[src/rtl/rgbpwe_pkg.sv]
// Shared types, constants and helpers for the RGB LED pulse width encoder.
package rgbpwe_pkg;

    // Bits sent from each colour field, most significant first.
    localparam int COLOUR_BITS = 8;
    localparam int PIX_BITS    = 3 * COLOUR_BITS;
    localparam int CNT_W       = $clog2(PIX_BITS + 1);

    // Depth of the pixel queue between the front and the back.
    localparam int QUEUE_DEPTH = 2;
    localparam int QPTR_W      = (QUEUE_DEPTH > 1) ? $clog2(QUEUE_DEPTH) : 1;
    localparam int QCNT_W      = $clog2(QUEUE_DEPTH + 1);

    // Configuration port widths.
    localparam int CFG_IDX_W  = 3;
    localparam int CFG_DATA_W = 16;

    // Register indexes of the configuration port.
    typedef enum logic [CFG_IDX_W-1:0] {
        REG_ONE_HIGH  = 3'd0,
        REG_ONE_LOW   = 3'd1,
        REG_ZERO_HIGH = 3'd2,
        REG_ZERO_LOW  = 3'd3,
        REG_LATCH_LOW = 3'd4
    } t_reg_idx;

    // Reset values of the timing registers.
    localparam logic [7:0]  ONE_HIGH_RST  = 8'd40;
    localparam logic [7:0]  ONE_LOW_RST   = 8'd22;
    localparam logic [7:0]  ZERO_HIGH_RST = 8'd20;
    localparam logic [7:0]  ZERO_LOW_RST  = 8'd42;
    localparam logic [15:0] LATCH_LOW_RST = 16'd2500;

    // Cell timing set, passed from the register file to the cell generator.
    typedef struct packed {
        logic [7:0]  one_high;
        logic [7:0]  one_low;
        logic [7:0]  zero_high;
        logic [7:0]  zero_low;
        logic [15:0] latch_low;
    } t_cfg;

    // A classified pixel: all colour bits in send order plus the frame flag.
    typedef struct packed {
        logic [PIX_BITS-1:0] bits;
        logic                frame_end;
    } t_pixel;

    // Handshake between the queue and the cell generator.
    typedef struct packed {
        logic   valid;
        t_pixel pixel;
    } t_q_head;

    // Cell generator sequencing.
    typedef enum logic [1:0] {
        CELL_IDLE  = 2'd0,
        CELL_DATA  = 2'd1,
        CELL_LATCH = 2'd2
    } t_cell_state;

    // Fit one colour byte to COLOUR_BITS bits; bits above the byte read as zero.
    function automatic logic [COLOUR_BITS-1:0] fit_colour(input logic [7:0] c);
        logic [COLOUR_BITS+7:0] wide;
        wide = {{COLOUR_BITS{1'b0}}, c};
        return wide[COLOUR_BITS-1:0];
    endfunction

endpackage

[src/rtl/rgbpwe_front.sv]
// Front end: timing register file and pixel classification into send order.
module rgbpwe_front (
    input  logic                            i_clk,
    input  logic                            i_rst_n,
    input  logic                            i_cfg_valid,
    output logic                            o_cfg_ready,
    input  logic [rgbpwe_pkg::CFG_IDX_W-1:0]  i_cfg_index,
    input  logic [rgbpwe_pkg::CFG_DATA_W-1:0] i_cfg_data,
    input  logic [7:0]                      i_red,
    input  logic [7:0]                      i_green,
    input  logic [7:0]                      i_blue,
    input  logic                            i_frame_end,
    output rgbpwe_pkg::t_pixel              o_pixel,
    output rgbpwe_pkg::t_cfg                o_cfg
);

    rgbpwe_pkg::t_cfg r_cfg;
    rgbpwe_pkg::t_cfg n_cfg;

    // Writes are always taken; unknown indexes leave every register alone.
    assign o_cfg_ready = 1'b1;

    always_comb begin
        n_cfg = r_cfg;
        if (i_cfg_valid) begin
            unique case (i_cfg_index)
                rgbpwe_pkg::REG_ONE_HIGH:  n_cfg.one_high  = i_cfg_data[7:0];
                rgbpwe_pkg::REG_ONE_LOW:   n_cfg.one_low   = i_cfg_data[7:0];
                rgbpwe_pkg::REG_ZERO_HIGH: n_cfg.zero_high = i_cfg_data[7:0];
                rgbpwe_pkg::REG_ZERO_LOW:  n_cfg.zero_low  = i_cfg_data[7:0];
                rgbpwe_pkg::REG_LATCH_LOW: n_cfg.latch_low = i_cfg_data[15:0];
                default: ;
            endcase
        end
    end

    always_ff @(posedge i_clk) begin
        if (!i_rst_n) begin
            r_cfg.one_high  <= rgbpwe_pkg::ONE_HIGH_RST;
            r_cfg.one_low   <= rgbpwe_pkg::ONE_LOW_RST;
            r_cfg.zero_high <= rgbpwe_pkg::ZERO_HIGH_RST;
            r_cfg.zero_low  <= rgbpwe_pkg::ZERO_LOW_RST;
            r_cfg.latch_low <= rgbpwe_pkg::LATCH_LOW_RST;
        end else begin
            r_cfg <= n_cfg;
        end
    end

    assign o_cfg = r_cfg;

    // Lay the colours out red, green, blue, each most significant bit first.
    always_comb begin
        o_pixel.bits      = {rgbpwe_pkg::fit_colour(i_red),
                             rgbpwe_pkg::fit_colour(i_green),
                             rgbpwe_pkg::fit_colour(i_blue)};
        o_pixel.frame_end = i_frame_end;
    end

endmodule

[src/rtl/rgbpwe_queue.sv]
// Short pixel queue that decouples pixel intake from cell generation.
module rgbpwe_queue (
    input  logic                i_clk,
    input  logic                i_rst_n,
    input  logic                i_push,
    input  rgbpwe_pkg::t_pixel  i_pixel,
    output logic                o_full,
    input  logic                i_pop,
    output rgbpwe_pkg::t_q_head o_head
);

    rgbpwe_pkg::t_pixel              r_mem [rgbpwe_pkg::QUEUE_DEPTH];
    logic [rgbpwe_pkg::QPTR_W-1:0]   r_wr_ptr;
    logic [rgbpwe_pkg::QPTR_W-1:0]   r_rd_ptr;
    logic [rgbpwe_pkg::QCNT_W-1:0]   r_count;
    logic                            do_push;
    logic                            do_pop;

    assign o_full       = (r_count == rgbpwe_pkg::QCNT_W'(rgbpwe_pkg::QUEUE_DEPTH));
    assign o_head.valid = (r_count != '0);
    assign o_head.pixel = r_mem[r_rd_ptr];
    assign do_push      = i_push && !o_full;
    assign do_pop       = i_pop && o_head.valid;

    // Pointer wrap at the queue depth.
    function automatic logic [rgbpwe_pkg::QPTR_W-1:0] wrap_inc(
        input logic [rgbpwe_pkg::QPTR_W-1:0] p);
        if (p == rgbpwe_pkg::QPTR_W'(rgbpwe_pkg::QUEUE_DEPTH - 1)) begin
            return '0;
        end
        return p + 1'b1;
    endfunction

    // Storage is payload only.
    always_ff @(posedge i_clk) begin
        if (do_push) begin
            r_mem[r_wr_ptr] <= i_pixel;
        end
    end

    // Pointers and fill count.
    always_ff @(posedge i_clk) begin
        if (!i_rst_n) begin
            r_wr_ptr <= '0;
            r_rd_ptr <= '0;
            r_count  <= '0;
        end else begin
            if (do_push) begin
                r_wr_ptr <= wrap_inc(r_wr_ptr);
            end
            if (do_pop) begin
                r_rd_ptr <= wrap_inc(r_rd_ptr);
            end
            if (do_push && !do_pop) begin
                r_count <= r_count + 1'b1;
            end else if (do_pop && !do_push) begin
                r_count <= r_count - 1'b1;
            end
        end
    end

endmodule

[src/rtl/rgbpwe_back.sv]
// Back end: walks a pixel bit by bit and emits one line cell per output item.
module rgbpwe_back (
    input  logic                i_clk,
    input  logic                i_rst_n,
    input  rgbpwe_pkg::t_cfg    i_cfg,
    input  rgbpwe_pkg::t_q_head i_head,
    output logic                o_pop,
    output logic                o_valid,
    input  logic                i_ready,
    output logic [7:0]          o_high_ticks,
    output logic [15:0]         o_low_ticks,
    output logic                o_data_bit,
    output logic                o_is_latch,
    output logic                o_last_cell
);

    rgbpwe_pkg::t_cell_state           r_state;
    rgbpwe_pkg::t_cell_state           n_state;
    logic [rgbpwe_pkg::PIX_BITS-1:0]   r_bits;
    logic                              r_frame_end;
    logic [rgbpwe_pkg::CNT_W-1:0]      r_cnt;
    logic                              r_out_valid;
    logic [7:0]                        r_high;
    logic [15:0]                       r_low;
    logic                              r_bit;
    logic                              r_latch;
    logic                              r_last;

    logic                              advance;
    logic                              emit;
    logic                              last_data;
    logic [7:0]                        n_high;
    logic [15:0]                       n_low;
    logic                              n_bit;
    logic                              n_latch;
    logic                              n_last;

    // The output register may be refilled when empty or being taken.
    assign advance   = !r_out_valid || i_ready;
    assign last_data = (r_cnt == rgbpwe_pkg::CNT_W'(1));

    // Next state.
    always_comb begin
        n_state = r_state;
        unique case (r_state)
            rgbpwe_pkg::CELL_IDLE: begin
                if (i_head.valid) begin
                    n_state = rgbpwe_pkg::CELL_DATA;
                end
            end
            rgbpwe_pkg::CELL_DATA: begin
                if (advance && last_data) begin
                    n_state = r_frame_end ? rgbpwe_pkg::CELL_LATCH
                                          : rgbpwe_pkg::CELL_IDLE;
                end
            end
            rgbpwe_pkg::CELL_LATCH: begin
                if (advance) begin
                    n_state = rgbpwe_pkg::CELL_IDLE;
                end
            end
            default: n_state = rgbpwe_pkg::CELL_IDLE;
        endcase
    end

    // Outputs of the sequencer: queue pop and the cell about to be loaded.
    always_comb begin
        o_pop   = 1'b0;
        emit    = 1'b0;
        n_high  = i_cfg.zero_high;
        n_low   = {8'd0, i_cfg.zero_low};
        n_bit   = 1'b0;
        n_latch = 1'b0;
        n_last  = 1'b0;
        unique case (r_state)
            rgbpwe_pkg::CELL_IDLE: begin
                o_pop = i_head.valid;
            end
            rgbpwe_pkg::CELL_DATA: begin
                emit   = advance;
                n_bit  = r_bits[rgbpwe_pkg::PIX_BITS-1];
                n_high = n_bit ? i_cfg.one_high : i_cfg.zero_high;
                n_low  = {8'd0, (n_bit ? i_cfg.one_low : i_cfg.zero_low)};
                n_last = last_data && !r_frame_end;
            end
            rgbpwe_pkg::CELL_LATCH: begin
                emit    = advance;
                n_high  = 8'd0;
                n_low   = i_cfg.latch_low;
                n_latch = 1'b1;
                n_last  = 1'b1;
            end
            default: ;
        endcase
    end

    // Sequencer control state.
    always_ff @(posedge i_clk) begin
        if (!i_rst_n) begin
            r_state     <= rgbpwe_pkg::CELL_IDLE;
            r_out_valid <= 1'b0;
        end else begin
            r_state <= n_state;
            if (advance) begin
                r_out_valid <= emit;
            end
        end
    end

    // Pixel shift register and remaining cell count.
    always_ff @(posedge i_clk) begin
        if (o_pop) begin
            r_bits      <= i_head.pixel.bits;
            r_frame_end <= i_head.pixel.frame_end;
            r_cnt       <= rgbpwe_pkg::CNT_W'(rgbpwe_pkg::PIX_BITS);
        end else if (emit && (r_state == rgbpwe_pkg::CELL_DATA)) begin
            r_bits <= {r_bits[rgbpwe_pkg::PIX_BITS-2:0], 1'b0};
            r_cnt  <= r_cnt - 1'b1;
        end
    end

    // Output register payload.
    always_ff @(posedge i_clk) begin
        if (emit) begin
            r_high  <= n_high;
            r_low   <= n_low;
            r_bit   <= n_bit;
            r_latch <= n_latch;
            r_last  <= n_last;
        end
    end

    assign o_valid      = r_out_valid;
    assign o_high_ticks = r_high;
    assign o_low_ticks  = r_low;
    assign o_data_bit   = r_bit;
    assign o_is_latch   = r_latch;
    assign o_last_cell  = r_last;

endmodule

[src/rtl/rgb_led_pulse_width_encoder.sv]
// Top level of the RGB LED pulse width encoder: front, pixel queue and cell generator.
//
//  Channel  | Handshake               | Payload
//  ---------+-------------------------+--------------------------------------------
//  pixel in | i_valid / o_ready       | i_red, i_green, i_blue, i_frame_end
//  cell out | o_valid / i_ready       | o_high_ticks, o_low_ticks, o_data_bit,
//           |                         | o_is_latch, o_last_cell
//  config   | i_cfg_valid/o_cfg_ready | i_cfg_index, i_cfg_data
//
// Each pixel yields 24 cells, plus one latch cell when frame_end is set, one cell per cycle
// while i_ready holds. A pixel first leaves the queue in the idle state, then its cells go out.
// The cell generator sets the rate; a two-entry queue keeps intake open meanwhile.
// Reset is synchronous and restores the timing registers; no clearing pass is needed.
// A stalled output holds its cell while the queue keeps taking pixels until it is full.
module rgb_led_pulse_width_encoder (
    input  logic                              i_clk,
    input  logic                              i_rst_n,
    input  logic                              i_cfg_valid,
    output logic                              o_cfg_ready,
    input  logic [rgbpwe_pkg::CFG_IDX_W-1:0]  i_cfg_index,
    input  logic [rgbpwe_pkg::CFG_DATA_W-1:0] i_cfg_data,
    input  logic                              i_valid,
    output logic                              o_ready,
    input  logic [7:0]                        i_red,
    input  logic [7:0]                        i_green,
    input  logic [7:0]                        i_blue,
    input  logic                              i_frame_end,
    output logic                              o_valid,
    input  logic                              i_ready,
    output logic [7:0]                        o_high_ticks,
    output logic [15:0]                       o_low_ticks,
    output logic                              o_data_bit,
    output logic                              o_is_latch,
    output logic                              o_last_cell
);

    rgbpwe_pkg::t_pixel  pixel;
    rgbpwe_pkg::t_cfg    cfg;
    rgbpwe_pkg::t_q_head head;
    logic                q_full;
    logic                pop;

    // Pixel intake is open whenever the queue has room.
    assign o_ready = !q_full;

    rgbpwe_front u_front (
        .i_clk       (i_clk),
        .i_rst_n     (i_rst_n),
        .i_cfg_valid (i_cfg_valid),
        .o_cfg_ready (o_cfg_ready),
        .i_cfg_index (i_cfg_index),
        .i_cfg_data  (i_cfg_data),
        .i_red       (i_red),
        .i_green     (i_green),
        .i_blue      (i_blue),
        .i_frame_end (i_frame_end),
        .o_pixel     (pixel),
        .o_cfg       (cfg)
    );

    rgbpwe_queue u_queue (
        .i_clk   (i_clk),
        .i_rst_n (i_rst_n),
        .i_push  (i_valid),
        .i_pixel (pixel),
        .o_full  (q_full),
        .i_pop   (pop),
        .o_head  (head)
    );

    rgbpwe_back u_back (
        .i_clk        (i_clk),
        .i_rst_n      (i_rst_n),
        .i_cfg        (cfg),
        .i_head       (head),
        .o_pop        (pop),
        .o_valid      (o_valid),
        .i_ready      (i_ready),
        .o_high_ticks (o_high_ticks),
        .o_low_ticks  (o_low_ticks),
        .o_data_bit   (o_data_bit),
        .o_is_latch   (o_is_latch),
        .o_last_cell  (o_last_cell)
    );

endmodule

[config.mk]
export PLATFORM = sky130hd
export DESIGN_NAME = rgb_led_pulse_width_encoder
export DESIGN_NICKNAME = d
export VERILOG_FILES = /design/src/rtl/rgbpwe_pkg.sv /design/src/rtl/rgbpwe_front.sv /design/src/rtl/rgbpwe_queue.sv /design/src/rtl/rgbpwe_back.sv /design/src/rtl/rgb_led_pulse_width_encoder.sv
export SDC_FILE = /design/constraint.sdc
export NUM_CORES = 1
export LEC_CHECK = 0
export ABC_CLOCK_PERIOD_IN_PS = 5800
export CAP_MARGIN = 20
export CORE_MARGIN = 10
export CORE_UTILIZATION = 45
export DETAILED_ROUTE_END_ITERATION = 7
export DONT_BUFFER_PORTS = 1
export GPL_TIMING_DRIVEN = 0
export HOLD_SLACK_MARGIN = 0.08
export MAX_ROUTING_LAYER = met4
export PLACE_DENSITY = 0.65
export REMOVE_ABC_BUFFERS = 1
export SLEW_MARGIN = 10
export SYNTH_ARGS = -nofsm -noshare
export SYNTH_HDL_FRONTEND = slang
export SYNTH_SLANG_ARGS = --single-unit
[constraint.sdc]
create_clock -name i_clk -period 5.8 [get_ports i_clk]
set_input_delay 0.58 -clock i_clk [delete_from_list [all_inputs] [get_ports i_clk]]
set_output_delay 0.58 -clock i_clk [all_outputs]
set_load 0.05 [all_outputs]
==> run_results.csv, run 1 <==
group,metric,value,unit
sta,hold_ws,0.224,ns
critical_path,critical_path.startpoint_type,"register",
clock_network,clock-root-buffer,"sky130_fd_sc_hd__clkbuf_16",
yosys,mappedNetlistArea,0.00635,sq mm
drt,dr_total_vias,3759,
global_routing,grt.total_usage,12.9,%
yosys,yosys.area_share.simple,12.1,%
yosys,synth_enable_flop_cells,102,
critical_path,cp_num_buf_inv,1,
critical_path,worst-path-max-fanout,27,
finish,areaGrowthSynthToFinish,12.5,%
yosys,xor_xnor_share_of_the_synthesized_area,0.414,%
finish,antenna_fix_cells,0,
critical_path,worst_path_largest_cell_delay,0.88,ns
sta,slew_violations,0,
global_routing,grt_max_degree,54,
power,ir_worst_vdd,0.275,mV
place,portBuffers,0,
yosys,synth.area.mux_share,7.11,%
sta,worst_pin_slew,1.02,ns
worst_hold_path,timing.hold.worst.start,"i_rst_n",
global_routing,globalRouteOverflowTotal,0,
yosys,complex_gate_fraction_of_the_synthesized_area,8.61,%
finish,drive_above_1_share,8.77,%
finish,finalNetCount,555,
sta,clock_skew,0.00737,ns
finish,final.fill_count,1184,
die,die_area,0.0193,sq mm
yosys,yosys.area_share.adder,1.18,%
clock_network,htreeDepth,4,
finish,regArea,0.00429,sq mm
place,dp_hpwl,7.99,mm
yosys,yosys_warnings,0,
power,power.density,493,mW/mm^2
finish,final_cell_mix,"sky130_fd_sc_hd__edfxtp_1 (102), sky130_fd_sc_hd__nand2_1 (96), sky130_fd_sc_hd__dfxtp_1 (60), sky130_fd_sc_hd__mux2i_1 (44)",
die,die-height,139,microns
worst_hold_path,holdCritPathClass,"in2reg",
clock_network,tritoncts,"yes",
run,max-cap-violations,0,
die,fp.dieW,139,microns
sta,finalHoldViolCount,0,
finish,multi_input_comb_area,0.00191,sq mm
clock_network,clock_latency_at_the_later_pin_of_the_worst_skew_pair,0.42,ns
yosys,synthFlopType,"sky130_fd_sc_hd__edfxtp_1",
yosys,synth_top_family_by_area,"simple AND/OR/NAND/NOR gates",
drt,post-route-drc-count,0,
worst_hold_path,cell_count_of_the_worst_hold_path,1,
critical_path,worst_r2r_path_depth,4,
drt,route.antenna.remaining_nets,0,
sta,period_minus_slack,3.07,ns
critical_path,worst-r2r-setup-slack,2.73,ns
drt,drtPass1Iterations,4,
yosys,synth.lib_cells_used.distinct,48,
yosys,ys_seq_elements,163,
place,gp_congestion,0.796,
global_routing,first_pass_grt_wire_length,19.3,mm
critical_path,worst_ep_required_time,5.84,ns
drt,avgRoutedWirePerCell,17.4,microns
sta,grt_setup_unrepaired,"false",
yosys,synthesized_instance_count,509,
drt,drtIter0Drc,176,
sta,slew_headroom,31.9,%
finish,layout.cells.non_filler,693,
yosys,post_synth.cell_area_avg,12.5,sq um
die,row_count,43,
sta,fmax,0.326,GHz
yosys,synth_async_sr_flop_share,0,%
drt,wirelength,12.0,mm
power,power.leakage,2.57,nW
drt,viasPerCell,5.42,
critical_path,cp-end-kind,"register",
place,placedCellCount,660,
critical_path,worst_r2r_dst,"u_back.r_bits[3]",
critical_path,rr_startpoint,"u_back.r_state[0]",
yosys,synth_top_area_share,48.2,%
critical_path,critPathTopFamily,"compound AO/OA/AOI/OAI gates",
critical_path,timing.setup.critical_path_class,"reg2reg",
clock_network,clkSinkCount,163,
global_routing,first_global_vias,3740,
critical_path,critical-path-slowest-cell,"sky130_fd_sc_hd__a21o_1",
clock_network,total_setup_buffers_inserted_after_cts,0,
global_routing,antenna_found_initial,0,
sta,fin_crit_sh,52.9,%
yosys,cell_type_contributing_the_most_total_cell_area_after_synthesis,"sky130_fd_sc_hd__edfxtp_1",
clock_network,cts_repair_resize_count,0,
yosys,synth-seq-area-share,67.4,%
clock_network,holdBufCountCts,0,
power,total_power,0.00353,W
worst_hold_path,hold_end,"u_front.o_cfg[34]",
die,ios,79,
critical_path,crit_path_cell_trace,"inv_1 -> ha_1 -> and2_1 -> a21o_1",
yosys,synth.area.top_cells,"sky130_fd_sc_hd__edfxtp_1 (48%), sky130_fd_sc_hd__dfxtp_1 (19%), sky130_fd_sc_hd__mux2i_1 (6.9%)",
finish,layout_commonest_cell,"sky130_fd_sc_hd__edfxtp_1",
sta,finalSetupViolCount,0,
sta,setup_tns,0,ns
clock_network,max-clock-path-buffers,2,
critical_path,timing.critical_path.arrival,3.11,ns
clock_network,total_clock_buffers_created_by_cts,17,
outcome,status,"finished, final reports clean",
die,core_area,0.0139,sq mm
die,starting_utilization_of_the_core_area,45.8,%
clock_network,register_clock_pin_slew_on_the_reported_worst_setup_and_hold_paths,0.06,ns
-- routing by layer --
layer	vias to the layer above	track usage (%)	wire [microns]	part of all wire, %
met2	102	20.8	5930	49
met4	0	5.55	200	1.7
met5	-	-	0	0
met1	1822	13.1	4860	40
met3	20	6.13	1050	8.7
li1	1815	-	-	-
-- worst max path at each step --
stage	start	end	slack, ns	depth (start not counted)
floorplan	u_back.r_state[0]	u_back.r_bits[0]	2.95	4
global placement	u_back.r_state[0]	u_back.r_bits[3]	2.15	4
detailed placement	u_back.r_state[0]	u_back.r_bits[3]	2.68	4
CTS	u_back.r_state[0]	u_back.r_bits[2]	2.69	4
global route	u_back.r_state[0]	u_back.r_bits[2]	2.47	4
finish	u_back.r_state[0]	u_back.r_bits[3]	2.73	4
-- registers in the layout (all words and copies together), names as in the netlist, 2 cells and up, named ones only --
signal and count:
u_back.r_state 2, u_front.o_cfg 48, u_queue.r_count 2, u_back.r_cnt 5
u_back.r_bits 24, u_back.o_low_ticks 16, u_queue.r_mem 50, u_back.o_high_ticks 8
-- layout make-up --
class                           instances  area share, %
Sequential cell                       163           59.9
Multi-Input combinational cell        303           26.7
Clock buffer                           20           6.55
Tap cell                              180           3.15
Clock inverter                         12           1.63
Timing Repair Buffer                    7           1.61
Inverter                                8          0.420
-- cells by family after synthesis --
kind of cell	count (synthesis)
compound gates	84
buf+inv	43
flops	163
fa+ha+maj	6
other cells	1
simple gates	164
xor+xnor	3
mux	45
-- where the power goes --
group	internal (W)	total, W	leakage [nW]	switching (W)
Sequential	0.00156	0.00187	1.46	0.000307
Clock	0.000635	0.00109	0.283	0.000451
Combinational	0.000211	0.000574	0.824	0.000363
-- stage by stage --
stage	setup WS, ns	instance area, sq um	util [%]
detailed placement	2.68	6540	47.1
global route	2.47	7150	51.5
CTS	2.69	7120	51.3
floorplan	2.95	6190	-
global placement	2.15	6410	46.2
finish	2.73	7150	51.5
-- cell usage after synthesis (2+ instances only) --
master,n
sky130_fd_sc_hd__a21oi_1,24
sky130_fd_sc_hd__a22o_1,24
sky130_fd_sc_hd__a31oi_1,2
sky130_fd_sc_hd__and2_1,5
sky130_fd_sc_hd__and3_1,10
sky130_fd_sc_hd__buf_2,7
sky130_fd_sc_hd__buf_6,3
sky130_fd_sc_hd__clkbuf_1,23
sky130_fd_sc_hd__dfxtp_1,61
sky130_fd_sc_hd__edfxtp_1,102
sky130_fd_sc_hd__ha_1,6
sky130_fd_sc_hd__inv_1,7
sky130_fd_sc_hd__mux2i_1,44
sky130_fd_sc_hd__nand2_1,96
sky130_fd_sc_hd__nand2b_1,3
sky130_fd_sc_hd__nand3_1,10
sky130_fd_sc_hd__nand4_1,3
sky130_fd_sc_hd__nor2_1,20
sky130_fd_sc_hd__nor3_1,2
sky130_fd_sc_hd__nor4bb_1,3
sky130_fd_sc_hd__o21a_1,3
sky130_fd_sc_hd__o21ai_1,24
sky130_fd_sc_hd__xor2_1,2
Power figures use the tool's default switching activity.
==> run 2: changes to the inputs <==
--- a/config.mk
+++ b/config.mk
@@ -5,7 +5,7 @@
 export SDC_FILE = /design/constraint.sdc
 export NUM_CORES = 1
 export LEC_CHECK = 0
-export ABC_CLOCK_PERIOD_IN_PS = 5800
+export ABC_CLOCK_PERIOD_IN_PS = 2800
 export CAP_MARGIN = 20
 export CORE_MARGIN = 10
 export CORE_UTILIZATION = 45
@@ -14,7 +14,7 @@
 export GPL_TIMING_DRIVEN = 0
 export HOLD_SLACK_MARGIN = 0.08
 export MAX_ROUTING_LAYER = met4
-export PLACE_DENSITY = 0.65
+export PLACE_DENSITY = 0.67
 export REMOVE_ABC_BUFFERS = 1
 export SLEW_MARGIN = 10
 export SYNTH_ARGS = -nofsm -noshare
==> constraint.sdc (replaced) <==
create_clock -name i_clk -period 2.8 [get_ports i_clk]
set_input_delay 0.28 -clock i_clk [delete_from_list [all_inputs] [get_ports i_clk]]
set_output_delay 0.28 -clock i_clk [all_outputs]
set_load 0.05 [all_outputs]
==> run 2 against run 1 <==
  * Utilization is 2.9 points higher
  * Sequential share of layout area decreased by 3.2 points
  * Cell area rose by 5.7%
  * Final cell count is 6.5% higher
  * Register-to-register slack worse by 2.5 ns
  * Critical endpoint is now u_back.r_bits[1]
==> run_results.csv, run 2 (same netlist as run 1, synthesis figures left out) <==
group,metric,value,unit
power,power.density,956,mW/mm^2
sta,slew_headroom,41.8,%
run,max-cap-violations,0,
critical_path,worst-r2r-setup-slack,0.19,ns
finish,drive_above_1_share,8.42,%
drt,avgRoutedWirePerCell,17.6,microns
drt,post-route-drc-count,0,
global_routing,first_global_vias,4045,
worst_hold_path,hold_end,"u_front.o_cfg[42]",
clock_network,total_clock_buffers_created_by_cts,17,
drt,route.antenna.remaining_nets,0,
die,core_area,0.0139,sq mm
critical_path,worst_path_largest_cell_delay,0.67,ns
drt,viasPerCell,5.42,
drt,wirelength,13.0,mm
finish,finalNetCount,600,
clock_network,max-clock-path-buffers,2,
clock_network,clock_latency_at_the_later_pin_of_the_worst_skew_pair,0.42,ns
die,die_area,0.0193,sq mm
critical_path,critPathTopFamily,"adder cells",
outcome,status,"finished, final reports clean",
sta,period_minus_slack,2.61,ns
clock_network,total_setup_buffers_inserted_after_cts,0,
critical_path,worst_r2r_path_depth,4,
finish,antenna_fix_cells,0,
critical_path,timing.critical_path.arrival,2.67,ns
critical_path,worst-path-max-fanout,27,
sta,fmax,0.384,GHz
die,ios,79,
finish,final.fill_count,1163,
finish,registers.top_by_ff_count,"u_queue.r_mem",
power,ir_worst_vdd,0.697,mV
sta,grt_setup_unrepaired,"false",
die,starting_utilization_of_the_core_area,45.8,%
sta,slew_violations,0,
global_routing,grt.total_usage,13.8,%
die,row_count,43,
drt,dr_total_vias,3999,
clock_network,clkSinkCount,163,
critical_path,timing.setup.critical_path_class,"reg2reg",
finish,layout_commonest_cell,"sky130_fd_sc_hd__edfxtp_1",
critical_path,crit_path_cell_trace,"inv_1 -> ha_2 -> and2_1 -> a21o_2",
critical_path,rr_startpoint,"u_back.r_state[1]",
power,total_power,0.00723,W
power,power.leakage,2.72,nW
worst_hold_path,cell_count_of_the_worst_hold_path,3,
critical_path,cp-end-kind,"register",
sta,clock_skew,0.00600,ns
critical_path,worst_r2r_dst,"u_back.r_bits[1]",
critical_path,critical_path.startpoint_type,"register",
die,fp.dieW,139,microns
global_routing,globalRouteOverflowTotal,0,
clock_network,register_clock_pin_slew_on_the_reported_worst_setup_and_hold_paths,0.07,ns
clock_network,tritoncts,"yes",
finish,final_cell_mix,"sky130_fd_sc_hd__edfxtp_1 (102), sky130_fd_sc_hd__nand2_1 (96), sky130_fd_sc_hd__dfxtp_1 (60), sky130_fd_sc_hd__dlygate4sd3_1 (46), sky130_fd_sc_hd__mux2i_1 (44)",
critical_path,cp_num_buf_inv,1,
place,gp_congestion,0.816,
place,dp_hpwl,7.97,mm
sta,worst_pin_slew,0.873,ns
drt,drtPass1Iterations,5,
critical_path,critPathLaunch,"u_back.r_state[1]",
critical_path,critical-path-slowest-cell,"sky130_fd_sc_hd__ha_2",
global_routing,grt_max_degree,54,
place,portBuffers,0,
drt,drtIter0Drc,223,
sta,hold_ws,0.111,ns
finish,number_of_flip_flops_under_the_largest_register_name,50,
critical_path,crit_cells,4,
finish,areaGrowthSynthToFinish,19.0,%
clock_network,htreeDepth,4,
sta,finalHoldViolCount,0,
die,die-height,139,microns
worst_hold_path,holdCritPathClass,"in2reg",
sta,finalSetupViolCount,0,
global_routing,antenna_found_initial,0,
critical_path,worst_ep_required_time,2.86,ns
sta,fin_crit_sh,93.1,%
worst_hold_path,timing.hold.worst.start,"i_cfg_index[2]",
clock_network,clock-root-buffer,"sky130_fd_sc_hd__clkbuf_16",
global_routing,first_pass_grt_wire_length,20.8,mm
run 2: cell types whose count changed in the layout (fill, tap and decap cells not counted), sizes merged:
| cell | previous run | this run |
|---|---|---|
| clkinv | 2 | 8 |
| clkbuf | 20 | 17 |
| dlygate4sd3 | 0 | 46 |
| clkinvlp | 2 | 4 |
| inv | 15 | 11 |
| bufinv | 1 | 0 |
| buf | 7 | 6 |
run 2: area by class of cell:
class                   instances  area, sq um  share of cell area, %
clock buffers                  17          425                   5.63
clock inverters                15          111                   1.47
inverters                       8         30.0                  0.397
multi-input cells             303         1920                   25.4
flip-flops and latches        163         4290                   56.7
well taps                     180          225                   2.98
repair buffers                 52          564                   7.47
run 2: repair_timing:
item,CTS,global route
resized for setup,2,0
hold endpoints to repair,101,0
setup endpoints to repair,24,0
hold buffers,46,0
run 2: through the flow:
stage               TNS [ns]  utilization (%)  worst slack, ns  cell area [sq um]  instances
finish                     0             54.5            0.193               7560        738
global route               0             54.5           0.0336               7560        738
CTS                        0             54.3            0.175               7530        737
detailed placement     -9.45             47.0           -0.395               6530        659
global placement      -20.82             46.2           -0.869               6410        654
floorplan              -1.19                -          -0.0497               6190        474
run 2: where the power goes:
group	internal [W]	switching, W
sequential	0.00323	0.000646
combinational	0.000476	0.000777
clock	0.00114	0.000961
run 2: how the worst max path moves through the flow:
stage | end | slack (ns)
4_1_cts | u_back.r_bits[0] | 0.17
2_1_floorplan | u_back.r_bits[0] | -0.05
3_3_place_gp | u_back.r_bits[0] | -0.87
5_1_grt | u_back.r_bits[2] | 0.03
3_5_place_dp | u_back.r_bits[2] | -0.40
6_report | u_back.r_bits[1] | 0.19
run 2: per-layer routing:
metal / part of all wire (%) / track usage, %
met1: 42 / 15.2
met2: 51 / 23.1
met3: 5.3 / 4.45
met4: 1.4 / 5.05
met5: 0 / -
run 2: worst register-to-register path: cells and delay by family, from the launching register on:
| kind | cells | cell delay (ns) |
|---|---|---|
| compound gates | 1 | 0.61 |
| fa+ha+maj | 1 | 0.67 |
| buf+inv | 1 | 0.08 |
| flops | 1 | 0.34 |
| simple gates | 1 | 0.54 |
